File: src/hdl/lmpsd_fifo.sv
module lmpsd_fifo #(
  parameter int WIDTH = 8,
  parameter int DEPTH = 4
) (
  input  logic             clk,
  input  logic             rst_n,
  input  logic             push,
  input  logic [WIDTH-1:0] wdata,
  output logic             full,
  input  logic             pop,
  output logic [WIDTH-1:0] rdata,
  output logic             empty
);
  localparam int PTR_W = (DEPTH > 1) ? $clog2(DEPTH) : 1;
  localparam int CNT_W = $clog2(DEPTH + 1);

  logic [WIDTH-1:0] mem_r [DEPTH];
  logic [PTR_W-1:0] wptr_r, rptr_r;
  logic [CNT_W-1:0] count_r;
  logic             do_push, do_pop;

  assign full    = (count_r == CNT_W'(DEPTH));
  assign empty   = (count_r == '0);
  assign do_push = push & ~full;
  assign do_pop  = pop & ~empty;
  assign rdata   = mem_r[rptr_r];

  always_ff @(posedge clk) begin
    if (do_push) begin
      mem_r[wptr_r] <= wdata;
    end
  end

  always_ff @(posedge clk) begin
    if (!rst_n) begin
      wptr_r  <= '0;
      rptr_r  <= '0;
      count_r <= '0;
    end else begin
      if (do_push) begin
        wptr_r <= (wptr_r == PTR_W'(DEPTH - 1)) ? '0 : wptr_r + 1'b1;
      end
      if (do_pop) begin
        rptr_r <= (rptr_r == PTR_W'(DEPTH - 1)) ? '0 : rptr_r + 1'b1;
      end
      count_r <= count_r + CNT_W'(do_push) - CNT_W'(do_pop);
    end
  end

endmodule

File: config.mk
export PLATFORM = sky130hd
export DESIGN_NAME = lmpsd_fifo
export DESIGN_NICKNAME = d
export VERILOG_FILES = /design/src/hdl/lmpsd_fifo.sv
export SDC_FILE = /design/constraint.sdc
export NUM_CORES = 1
export LEC_CHECK = 0
export ABC_AREA = 0
export BUFFER_PORTS_ARGS = -buffer_cell sky130_fd_sc_hd__buf_2
export CAP_MARGIN = 20
export CORE_MARGIN = 3
export CORE_UTILIZATION = 50
export CTS_CLUSTER_SIZE = 28
export DETAILED_ROUTE_END_ITERATION = 7
export GPL_TIMING_DRIVEN = 0
export PLACE_DENSITY = 0.68
export SLEW_MARGIN = 20
export SYNTH_ARGS = -nofsm -noshare
export SYNTH_HDL_FRONTEND = slang
export SYNTH_SLANG_ARGS = --single-unit
export TNS_END_PERCENT = 1
File: constraint.sdc
create_clock -name clk -period 3.4 [get_ports clk]
set_input_delay 0.51 -clock clk [delete_from_list [all_inputs] [get_ports clk]]
set_output_delay 0.51 -clock clk [all_outputs]
set_load 0.05 [all_outputs]
# Word-level counts from Yosys, hierarchy flattened
# Memories as Yosys holds them, arrays and structs flattened. A register that Yosys moved wholly into a read port is not among the register bits.
# Cells that the tools add are included.
[totals] mem_count=1 elab_cells=22 out_inout_bits=10 ff_bits=7 ramBits=32 input_bits=12
[classes] mux=6 n_eq_ne=3 reduce_logical=1 n_bitwise=4 add_sub_neg=4
[mem_list] name="mem_r" words=4 word_bits=8 rd=1 rd_ports_with_merged_regs=1 write_ports=1 line_no="17" source="logic [WIDTH-1:0] mem_r [DEPTH];"
[ops] op="2-bit two-way mux" n=4
[ops] op="2-bit by 1-bit adder with 2-bit output, second input constant" n=2
[ops] op="2-bit equality test, second input constant" n=2
[ops] op="3-bit by 1-bit adder with 3-bit output" n=1
[ops] op="3-bit equality test, second input constant" n=1
[ops] op="3-bit logical NOT" n=1
[ops] op="3-bit by 1-bit subtractor with 3-bit output" n=1
[ops] op="1-bit AND" n=2
[ops] op="1-bit two-way mux" n=2
[ops] op="1-bit NOT" n=2

# Logic depth before layout (Yosys ltp)
[logic_depth] depth_word=5 ltp_mapped=11

# Worst setup path before layout
# No wires, ideal clock.
[synth_path] kind="register -> register" start="reg count_r[2]" end="reg count_r[2]" arrival_time_ns=2.286 required_time_ns=3.285 setup_slack_ns=0.999 synth_period_minus_slack_ns=2.401 stages_incl_launch_ff=12 path_cell_list="dfxtp_1 nor3b_4 nor2b_2 buf_6 inv_1 ha_1 inv_1 ha_1 fa_1 xnor2_1 xnor2_1 and2_1"
[synth_between] elab_chain_cells=5 word_cells_on_any_way=8 classes_between="add/sub (2); eq/ne (1); bitwise (4); reduce/logical (1)"
[synth_rtl] item="start, declared" line_no="19" source="logic [CNT_W-1:0] count_r;"
[synth_rtl] item="start signal, assigned" line_no="46" source="count_r <= count_r + CNT_W'(do_push) - CNT_W'(do_pop);"
[synth_rtl] item="3-bit equality test" line_no="22" source="assign full = (count_r == CNT_W'(DEPTH));"
[synth_rtl] item="net full" line_no="9" source="output logic full,"
[synth_rtl] item="1-bit NOT" line_no="24" source="assign do_push = push & ~full;"
[synth_rtl] item="1-bit AND" line_no="24"
[synth_rtl] item="3-bit by 1-bit adder with 3-bit output" line_no="46"
[synth_rtl] item="3-bit by 1-bit subtractor with 3-bit output" line_no="46"
# The timed path passes the listed nets, and every way through them passes these cells.
# A chain may end at the register's enable or synchronous reset.

==> impl_metrics.json <==
{
  "status": "completed",
  "floorplan.die_area_um2": 4050,
  "firstDrtPassIters": 4,
  "worstHoldPathType": "in2reg",
  "grt_pass1_vias": 852,
  "seq_area_frac_synth": 0.688,
  "synth_instances": 95,
  "cts.path.max_buffers": 2,
  "min_period_over_period": 0.661,
  "antenna-diode-count": 0,
  "grt_first_pass_wirelength_um": 4090,
  "crit_path_start_kind": "flip-flop",
  "p_switching_uw": 520,
  "distinct_cell_type_count_after_synthesis": 21,
  "slew_headroom": 0.668,
  "final_net_count": 143,
  "route.detailed.wl_per_inst_um": 14.5,
  "area_growth_pct": 13.0,
  "place_congestion": 0.644,
  "drive_above_1_share": 0.363,
  "vdd.ir_drop.worst_uv": 387,
  "die_width_um": 63.6,
  "design.core.area_um2": 3100,
  "clockPowerShare": 0.165,
  "layout_commonest_cell": "edfxtp_1",
  "setup-tns-final_ns": 0,
  "p_seq_frac": 0.470,
  "antenna_found_initial": 0,
  "floorplan.rows": 20,
  "critPathMaxFanout": 8,
  "timing.clock.skew_ns": 0.0134,
  "setup-violations-final": 0,
  "insertion_delay_ns": 0.34,
  "pwr-share-comb": 0.365,
  "postSynthNetCount": 115,
  "clock_tree.htree_level_count": 2,
  "fmaxAchievable_mhz": 445,
  "place.port_buffers": 21,
  "syn_area_um2": 1660,
  "drt_iter0_drc": 9,
  "most-common-layout-cells": "32 x edfxtp_1, 22 x buf_2, 9 x dfxtp_1",
  "die_height_um": 63.6,
  "num_io_pins": 22,
  "p_leak_uw": 0.000695,
  "dr_total_vias": 839,
  "setup.worst_path.class": "reg2out",
  "cts_inserted_buffers": 5,
  "postRouteWirelength_um": 2430,
  "max_cap_violations": 0,
  "rsz0062_at_grt": "no",
  "worst-endpoint-required_ns": 2.89,
  "worstMarginPinSlew_ns": 0.498,
  "largest_net_degree_at_the_start_of_global_routing": 14,
  "tritoncts": "done",
  "drv_slew": 0,
  "timing.final.crit_period_ns": 2.25,
  "synth_area_per_cell_um2": 17.5,
  "cts_setup_buffers": 0,
  "dp_hpwl_um": 1750,
  "clockRootBuffer": "clkbuf_4",
  "hold_buffer_count_at_cts": 0,
  "critPathCaptureType": "output pin",
  "synth.yosys.warnings": 0,
  "global_route.overflow_total": 0,
  "ctsResizeCount": 0,
  "postRouteAntennaNets": 0,
  "via_cell_ratio": 4.99,
  "total_drc_errors_in_the_routed_layout": 0,
  "p_per_area_nw_per_um2": 742,
  "cp.arrival_ns": 1.74,
  "p_int_uw": 870,
  "synth.ff_latch_count": 41,
  "dp_cells": 160,
  "final-hold-violation-count": 0,
  "instances_no_fill": 168,
  "initial_core_utilization": 0.535,
  "clock_sink_count": 41,
  "gr-usage-all-layers": 0.139,
  "netSwitchingFraction": 0.374,
  "worst_setup_hold_path_clk_slew_ns": 0.12
}
flip-flops by register name (all words and copies together), names as in the netlist, named ones only:
| name | count |
|---|---|
| rptr_r | 2 |
| mem_r | 32 |
| wptr_r | 2 |
| count_r | 3 |
power groups by stage:
stage          clock network, uW  logic, uW  registers (uW)
6_report                     230        507             654
5_1_grt                      265        548             663
3_3_place_gp                   0        510             661
2_1_floorplan                  0        420             656
4_1_cts                      241        520             655
3_5_place_dp                   0        517             666
worst paths after layout:
check,to,start,depth (start not counted),slack [ns]
hold / removal,mem_r[1][6],wdata[6],1,0.37
hold reg to reg,wptr_r[1],wptr_r[1],2,0.53
setup / recovery,rdata[6],flip-flop,3,1.15
setup reg to reg,count_r[2],count_r[1],9,1.18
cell usage after synthesis:
master / n / area share
xnor2_1: 2 / 0.011
o31ai_2: 1 / 0.0075
buf_2: 1 / 0.0030
nor2_1: 2 / 0.0045
and2_2: 3 / 0.014
buf_6: 1 / 0.0068
ha_1: 7 / 0.053
nand2_1: 6 / 0.014
nand3_1: 2 / 0.0060
dfxtp_1: 9 / 0.11
nor2b_2: 1 / 0.0053
o21ai_0: 2 / 0.0060
nor3_1: 1 / 0.0030
mux2i_1: 2 / 0.012
and2_1: 4 / 0.015
nor3b_4: 1 / 0.011
clkbuf_1: 2 / 0.0045
inv_1: 7 / 0.016
fa_1: 1 / 0.012
edfxtp_1: 32 / 0.58
mux4_2: 8 / 0.11
worst max-delay path: stages, from the launching register on:
cell and delay, ns:
dfxtp_1 0.33, buf_2 0.28, mux4_2 0.55, buf_2 0.23
routing by layer:
metal	vias to the layer above	track usage	wire, um
li1	402	-	-
met3	6	0.0499	126
met4	0	0.0647	48
met1	414	0.151	999
met5	-	0	0
met2	17	0.240	1260
stage by stage:
step / setup slack, ns / power [uW] / utilization / hold slack [ns] / instance area (um2)
4_1_cts: 1.10 / 1420 / 0.604 / 0.353 / 1870
5_1_grt: 1.04 / 1480 / 0.604 / 0.343 / 1870
2_1_floorplan: 0.999 / 1080 / - / 0.468 / 1660
6_report: 1.15 / 1390 / 0.604 / 0.371 / 1870
3_3_place_gp: 1.15 / 1170 / 0.586 / 0.481 / 1820
3_5_place_dp: 1.13 / 1180 / 0.586 / 0.512 / 1820
area by class of cell:
| class | instances | area, um2 |
|---|---|---|
| multi-input combinational | 43 | 468 |
| tap | 44 | 55.1 |
| sequential | 41 | 1140 |
| clock buffer | 5 | 37.5 |
| buffer | 4 | 23.8 |
| inverter | 7 | 26.3 |
| fill | 259 | 1230 |
| timing repair buffer | 21 | 105 |
| clock inverter | 3 | 17.5 |
cell families after synthesis:
| kind of cell | Yosys count | synth area share |
|---|---|---|
| adder cells (fa/ha/maj) | 8 | 0.0649 |
| buffers and inverters | 11 | 0.0302 |
| flip-flops | 41 | 0.688 |
| multiplexers | 10 | 0.121 |
| AO/OA/AOI/OAI | 3 | 0.0136 |
| AND/OR/NAND/NOR | 20 | 0.0724 |
| XOR/XNOR | 2 | 0.0106 |
(Power assumes the default switching activity.)
