File: src/hdl/lmpsd_pkg.sv
package lmpsd_pkg;

  typedef enum logic {
    REQ_PIXEL = 1'b0,
    REQ_TICK  = 1'b1
  } req_type_t;

  localparam logic [3:0] DEPTH_BITS_RESET = 4'd8;
  localparam logic [3:0] DEPTH_BITS_MIN   = 4'd1;
  localparam logic [3:0] DEPTH_BITS_MAX   = 4'd8;

  localparam int CMDQ_DEPTH = 4;
  localparam int OUTQ_DEPTH = 4;

  // one queued command from the front to the back
  typedef struct packed {
    logic        is_write;
    logic        upper;
    logic [23:0] color;
    logic [7:0]  step;
    logic [3:0]  row_address;
    logic [5:0]  column;
    logic        latch;
    logic        frame_end;
  } cmd_t;

  typedef struct packed {
    logic [5:0] hub75_bits;
    logic [3:0] row_address;
    logic [5:0] shift_column;
    logic       latch;
    logic       frame_end;
  } result_t;

endpackage

File: src/hdl/lmpsd_front.sv
module lmpsd_front #(
  parameter int COLUMNS = 64,
  parameter int ROWS    = 32
) (
  input  logic                                 clk,
  input  logic                                 rst_n,
  input  logic                                 accept,
  input  logic                                 req_type,
  input  logic [4:0]                           pixel_row,
  input  logic [5:0]                           pixel_column,
  input  logic [23:0]                          pixel_color,
  input  logic                                 cfg_we,
  input  logic [3:0]                           cfg_wdata,
  output logic                                 cmd_push,
  output lmpsd_pkg::cmd_t                      cmd,
  output logic [$clog2((ROWS/2)*COLUMNS)-1:0]  cmd_addr
);
  import lmpsd_pkg::*;

  localparam int PAIRS      = ROWS / 2;
  localparam int BANK_DEPTH = PAIRS * COLUMNS;
  localparam int AW         = $clog2(BANK_DEPTH);
  localparam int CW         = $clog2(COLUMNS);
  localparam int PW         = $clog2(PAIRS);
  localparam int RCW        = ($clog2(ROWS + 1) > 5) ? $clog2(ROWS + 1) : 5;
  localparam int CCW        = ($clog2(COLUMNS + 1) > 6) ? $clog2(COLUMNS + 1) : 6;

  logic [CW-1:0]  col_r, col_nxt;
  logic [7:0]     step_r, step_nxt;
  logic [PW-1:0]  pair_r, pair_nxt;
  logic [3:0]     depth_r;
  logic [3:0]     depth_eff;
  logic [7:0]     step_last;
  logic           last_col, last_step, last_pair;
  logic           is_tick, tick;
  logic [RCW-1:0] row_x, row_in_bank;
  logic [CCW-1:0] col_x;
  logic           upper, wr_ok;
  logic [AW-1:0]  wr_addr, rd_addr;

  // depth codes outside 1..8 act as the nearest end
  always_comb begin
    if (depth_r < DEPTH_BITS_MIN) begin
      depth_eff = DEPTH_BITS_MIN;
    end else if (depth_r > DEPTH_BITS_MAX) begin
      depth_eff = DEPTH_BITS_MAX;
    end else begin
      depth_eff = depth_r;
    end
  end

  assign step_last = 8'((9'd1 << depth_eff) - 9'd1);
  assign last_col  = (col_r == '0);
  assign last_step = (step_r >= step_last);
  assign last_pair = (pair_r == PW'(PAIRS - 1));
  assign is_tick   = (req_type == REQ_TICK);
  assign tick      = accept & is_tick;

  // pixel write classification: bank select and range check
  assign row_x       = RCW'(pixel_row);
  assign col_x       = CCW'(pixel_column);
  assign upper       = (row_x < RCW'(PAIRS));
  assign row_in_bank = upper ? row_x : row_x - RCW'(PAIRS);
  assign wr_ok       = (row_x < RCW'(ROWS)) && (col_x < CCW'(COLUMNS));
  assign wr_addr     = AW'(row_in_bank) * AW'(COLUMNS) + AW'(pixel_column);
  assign rd_addr     = AW'(pair_r) * AW'(COLUMNS) + AW'(col_r);

  assign cmd_push = accept & (is_tick | wr_ok);
  assign cmd_addr = is_tick ? rd_addr : wr_addr;

  always_comb begin
    cmd.is_write    = ~is_tick;
    cmd.upper       = upper;
    cmd.color       = pixel_color;
    cmd.step        = step_r;
    cmd.row_address = 4'(pair_r);
    cmd.column      = 6'(col_r);
    cmd.latch       = last_col;
    cmd.frame_end   = last_col & last_step & last_pair;
  end

  // scan order: columns high to low, then pwm steps, then row pairs
  always_comb begin
    col_nxt  = col_r;
    step_nxt = step_r;
    pair_nxt = pair_r;
    if (tick) begin
      if (!last_col) begin
        col_nxt = col_r - 1'b1;
      end else begin
        col_nxt = CW'(COLUMNS - 1);
        if (!last_step) begin
          step_nxt = step_r + 8'd1;
        end else begin
          step_nxt = '0;
          pair_nxt = last_pair ? '0 : pair_r + 1'b1;
        end
      end
    end
  end

  always_ff @(posedge clk) begin
    if (!rst_n) begin
      col_r   <= CW'(COLUMNS - 1);
      step_r  <= '0;
      pair_r  <= '0;
      depth_r <= DEPTH_BITS_RESET;
    end else begin
      col_r  <= col_nxt;
      step_r <= step_nxt;
      pair_r <= pair_nxt;
      if (cfg_we) begin
        depth_r <= cfg_wdata;
      end
    end
  end

endmodule

File: config.mk
export PLATFORM = sky130hd
export DESIGN_NAME = lmpsd_front
export DESIGN_NICKNAME = d
export VERILOG_FILES = /design/src/hdl/lmpsd_pkg.sv /design/src/hdl/lmpsd_front.sv
export SDC_FILE = /design/constraint.sdc
export NUM_CORES = 1
export LEC_CHECK = 0
export ABC_AREA = 1
export BUFFER_PORTS_ARGS = -buffer_cell sky130_fd_sc_hd__clkbuf_2
export CORE_UTILIZATION = 47
export DETAILED_ROUTE_END_ITERATION = 10
export PLACE_DENSITY = 0.86
export SLEW_MARGIN = 20
export SYNTH_ARGS = -nofsm -noshare
export SYNTH_HDL_FRONTEND = slang
export SYNTH_SLANG_ARGS = --single-unit
File: constraint.sdc
create_clock -name clk -period 3.51 [get_ports clk]
set_input_delay 0 -clock clk [delete_from_list [all_inputs] [get_ports clk]]
set_output_delay 0 -clock clk [all_outputs]
set_load 0.02 [all_outputs]
======== Yosys cells after proc, flatten, opt, wreduce, memory -nomap -nowiden ========
Index checks and enable logic that the tools add are counted.
cells by class
  multiplexer cells ....................... 7
  order comparisons ....................... 6
  reduce and logical (&&, ||, !) cells .... 4
  equality and inequality tests ........... 1
  multipliers ............................. 0
  div/mod/pow operators ................... 0
  bitwise operators ....................... 6
  shift operators ......................... 1
  $add $sub $neg .......................... 7
operator list
  operator               count
  $add A10 B6 Y10        2
  $mux W4                4
  $mux W10               1
  $add A8 B1 Y8 const B  1
  $ge A8 B8 Y1           1
  $mux W8                1
  $shl A1 B4 Y8 const A  1
  $sub A8 B1 Y8 const B  1
  $lt A6 B7 Y1 const B   1
  $logic_not A6 Y1       1
  $lt A5 B6 Y1 const B   1
  $mux W6                1
  $sub A6 B1 Y6 const B  1
  $lt A5 B5 Y1 const B   1
  $add A4 B1 Y4 const B  1
  $and A1 B1 Y1          4
  $eq A4 B4 Y1 const B   1
  $gt A4 B4 Y1 const B   1
  $lt A4 B1 Y1 const B   1
  $sub A4 B1 Y4 const B  1
  $reduce_and A3 Y1      1
  $reduce_and A2 Y1      1
  $logic_and A1 B1 Y1    1
  $not A1 Y1             1
  $or A1 B1 Y1           1
word-level totals
  register bits ........................... 22
  memories kept ........................... 0
  latch bits .............................. 0
  ROM bits ................................ 0
  memory bits (writable) .................. 0
  output and inout bits ................... 57

======== Longest topological paths before layout ========
  depth in word-level cells ............... 8
  depth in mapped cells ................... 15

======== Worst setup path before layout ========
Ideal clock, no wire load.
  path kind ............................... register to register
  start point ............................. register depth_r[2]
  end point ............................... register step_r[4]
  path slack .............................. 1.452 ns
  period minus slack after synthesis ...... 2.058 ns
  setup time .............................. 0.117 ns
  data required time ...................... 3.393 ns
  cell stages (with the launch flop) ...... 14
  arrival time ............................ 1.941 ns
  path through ............................ dfxtp_1 nor2_1 nand2_1 ha_1 nand2_1 nor3b_1 a21oi_1 ha_1 nand2_1 o21a_1 nand2_2 nand2_1 nand2_2 nor2_1
between the ends
  word-level cells in the longest chain between the ends .. 7
  elaborated cells between the ends (all ways) .. 8
  those cells by class .................... add/sub (1); order compare (3); shift (1); mux (3)
ends and longest elaborated chain
  what                    RTL line            RTL
  start, declared         lmpsd_front.sv:31   logic [3:0] depth_r;
  start signal, assigned  lmpsd_front.sv:113  depth_r <= cfg_wdata;
  $gt A4 B4 Y1            lmpsd_front.sv:45   end else if (depth_r > DEPTH_BITS_MAX) begin
  $mux W4                 lmpsd_front.sv:45
  $mux W4 *               lmpsd_front.sv:43   if (depth_r < DEPTH_BITS_MIN) begin
  $shl A1 B4 Y8 *         lmpsd_front.sv:52   assign step_last = 8'((9'd1 << depth_eff) - 9'd1);
  $sub A8 B1 Y8 *         lmpsd_front.sv:52
  $ge A8 B8 Y1 *          lmpsd_front.sv:54   assign last_step = (step_r >= step_last);
  $mux W8 *               lmpsd_front.sv:92   if (!last_step) begin
  end signal, assigned    lmpsd_front.sv:110  step_r <= step_nxt;
  end, declared           lmpsd_front.sv:29   logic [7:0] step_r, step_nxt;
Mark *: on every way between the ends. The rest lies on a longest branch, timed or not.
A chain may end at the register's enable or synchronous reset.

==> results.sh <==
export IMPL_numPortBuffers=52
export IMPL_wl_per_cell_um=10.42
export IMPL_tritoncts="done"
export IMPL_grt_pass1_vias=1391
export IMPL_die_area_sq_um=3810
export IMPL_setup_worst_path_class="register to output pin"
export IMPL_setup_tns_ns=0
export IMPL_synth_distinct_cells=26
export IMPL_drt_pass1_iter_count=5
export IMPL_worst_path_max_fanout=7
export IMPL_ys_ff_latch=22
export IMPL_dpl_cell_area_sq_um=1777
export IMPL_yosys_area_share_simple_pct=30.60
export IMPL_path_clk_slew_ns=0.12
export IMPL_synth_compound_area_share_pct=8.507
export IMPL_clkSinkCount=22
export IMPL_syn_instance_count=241
export IMPL_status="complete, no violations"
export IMPL_place_congestion=0.7718
export IMPL_place_ws_ns=1.232
export IMPL_async_flop_share_pct=0
export IMPL_wirelength_um=3377
export IMPL_yosysSeqAreaShare_pct=26.27
export IMPL_critPathCaptureType="output pin"
export IMPL_cpMostUsedCell="nand2_1"
export IMPL_final_core_util_pct=56.15
export IMPL_drt_vias_per_instance=4.747
export IMPL_area_growth_syn_to_layout_pct=13.51
export IMPL_fmax_mhz=403.5
export IMPL_cts_max_level=1
export IMPL_num_rows=21
export IMPL_r2r_slack_ns=1.18
export IMPL_cp_data_required_time_ns=3.51
export IMPL_final_common_cell="nand2_1"
export IMPL_critPathMaxStageDelay_ns=0.43
export IMPL_clock_path_buffers=2
export IMPL_ir_worst_vdd_v=0.0002935
export IMPL_muxShareOfSynthArea_pct=0
export IMPL_postSynthAreaPerCell_sq_um=6.957
export IMPL_vias=1538
export IMPL_ant_nets=0
export IMPL_power_leakage_nw=1.049
export IMPL_synth_top_family_by_area="simple AND/OR/NAND/NOR gates"
export IMPL_post_route_min_period_ns=2.479
export IMPL_design_core_area_sq_um=3390
export IMPL_hold_viol=0
export IMPL_whs_ns=0.000007756
export IMPL_synth_fa_ha_area_share_pct=9.701
export IMPL_track_usage_pct=19.76
export IMPL_die_w_um=61.73
export IMPL_drv_cap=0
export IMPL_cts_buffers_inserted=3
export IMPL_setup_violations=0
export IMPL_final_max_slew_viol_count=0
export IMPL_arrival_ns=2.48
export IMPL_clock_latency_ns=0.31
export IMPL_worstSetupStartpointType="register"
export IMPL_synthXorXnorAreaFrac_pct=5.224
export IMPL_min_period_over_period_pct=70.61
export IMPL_root_buffer="clkbuf_4"
export IMPL_final_area_sq_um=1903
export IMPL_syn_cell_area_sq_um=1677
export IMPL_die_y_um=61.73
export IMPL_rsz0062_at_grt="no"
export IMPL_slowest_stage="dfxtp_1"
export IMPL_drive_gt1_share_pct=24.46
export IMPL_grt_max_degree=18
export IMPL_pwr_density_cell_nw_per_um2=257.7
export IMPL_antenna_found_initial=0
export IMPL_nets=336
export IMPL_grt_pass1_wl_um=5630
export IMPL_setup_slack_ns=1.031
export IMPL_finClkSkew_ns=0.004076
export IMPL_synth_edf_count=0
export IMPL_synth_top_flop_cell="dfxtp_1"
export IMPL_floorplan_initialDensity_pct=49.46
export IMPL_critical_path_cell_chain="nor2_1 -> nand2_1 -> ha_1 -> nand2_1 -> nor3b_1 -> a21oi_1 -> ha_1 -> nand2_1 -> o21a_1 -> nand2_2 -> and3_1 -> clkbuf_2"
export IMPL_antenna_cells=0
export IMPL_grt_overflow=0
export IMPL_hold_class="input port to output pin"
export IMPL_route_detailed_drc=0
export IMPL_yosysWarnings=0
export IMPL_postCtsSetupBuffers=0
export IMPL_final_cell_mix="57 x nand2_1, 52 x clkbuf_2, 28 x inv_1"
export IMPL_dpl_hpwl_um=2667
export IMPL_ios=101
export IMPL_drtIter0Drc=31
critical path: cells and delay by family (launching register included):
| kind | cells | cell delay [ns] |
|---|---|---|
| simple gates | 7 | 0.83 |
| compound gates | 2 | 0.27 |
| flops | 1 | 0.43 |
| fa+ha+maj | 2 | 0.46 |
| buf+inv | 1 | 0.17 |
Yosys cell counts (3+ instances only):
library cell | instances | area, sq um
nand2_1 | 57 | 214.0
inv_1 | 28 | 105.1
buf_4 | 27 | 202.7
dfxtp_1 | 22 | 440.4
nor2_1 | 19 | 71.32
nand3_1 | 15 | 75.07
o21ai_0 | 14 | 70.07
a21oi_1 | 13 | 65.06
ha_1 | 13 | 162.7
xor2_1 | 10 | 87.58
nand2_2 | 4 | 25.02
nor2_2 | 3 | 18.77
final cells by class:
type | count | area (sq um)
Clock buffer | 4 | 36.28
Timing Repair Buffer | 61 | 350.3
Tap cell | 46 | 57.56
Fill cell | 329 | 1486
Sequential cell | 22 | 440.4
Multi-Input combinational cell | 163 | 913.4
Inverter | 28 | 105.1
state kept, by name (all words and copies together) (netlist names):
| signal | cells |
|---|---|
| step_r | 8 |
| depth_r | 4 |
| col_r | 6 |
| pair_r | 4 |
through the flow:
stage	total power [mW]	cells
final	0.4905	324
after global routing	0.5118	324
after CTS	0.4888	324
after detailed placement	0.3472	311
after global placement	0.3450	311
after floorplan	0.3577	242
power by group:
part	internal [mW]	switching, mW	total (mW)
Sequential	0.255	0.00486	0.259
Combinational	0.0375	0.0537	0.0912
Clock	0.0634	0.0764	0.140
Total	0.355	0.135	0.490
per-layer routing:
layer | vias to the layer above | routed length (um) | global-route usage (%)
met5 | - | 0 | 0
met4 | 0 | 29 | 5.397
met3 | 2 | 174 | 4.762
met2 | 36 | 1668 | 35.94
met1 | 690 | 1503 | 23.11
li1 | 810 | - | -
logic make-up after synthesis:
kind of cell / after synthesis
flops: 22
simple gates: 110
compound gates: 28
other cells: 1
fa+ha+maj: 13
buf+inv: 57
xor+xnor: 10
final timing paths:
| path | start | endpoint | cells after the start |
|---|---|---|---|
| min reg2reg | col_r[0] | col_r[0] | 2 |
| min | pixel_color[21] | cmd[41] | 0 |
| max reg2reg | depth_r[2] | step_r[4] | 13 |
| max | depth_r[2] | cmd[0] | 12 |
timing repair:
item	CTS	global route
hold buffers	9	0
endpoints found under the setup margin	0	0
endpoints found under the hold margin	4	0
gates resized for setup	0	0
No activity file was read; power rests on OpenSTA's default activity.
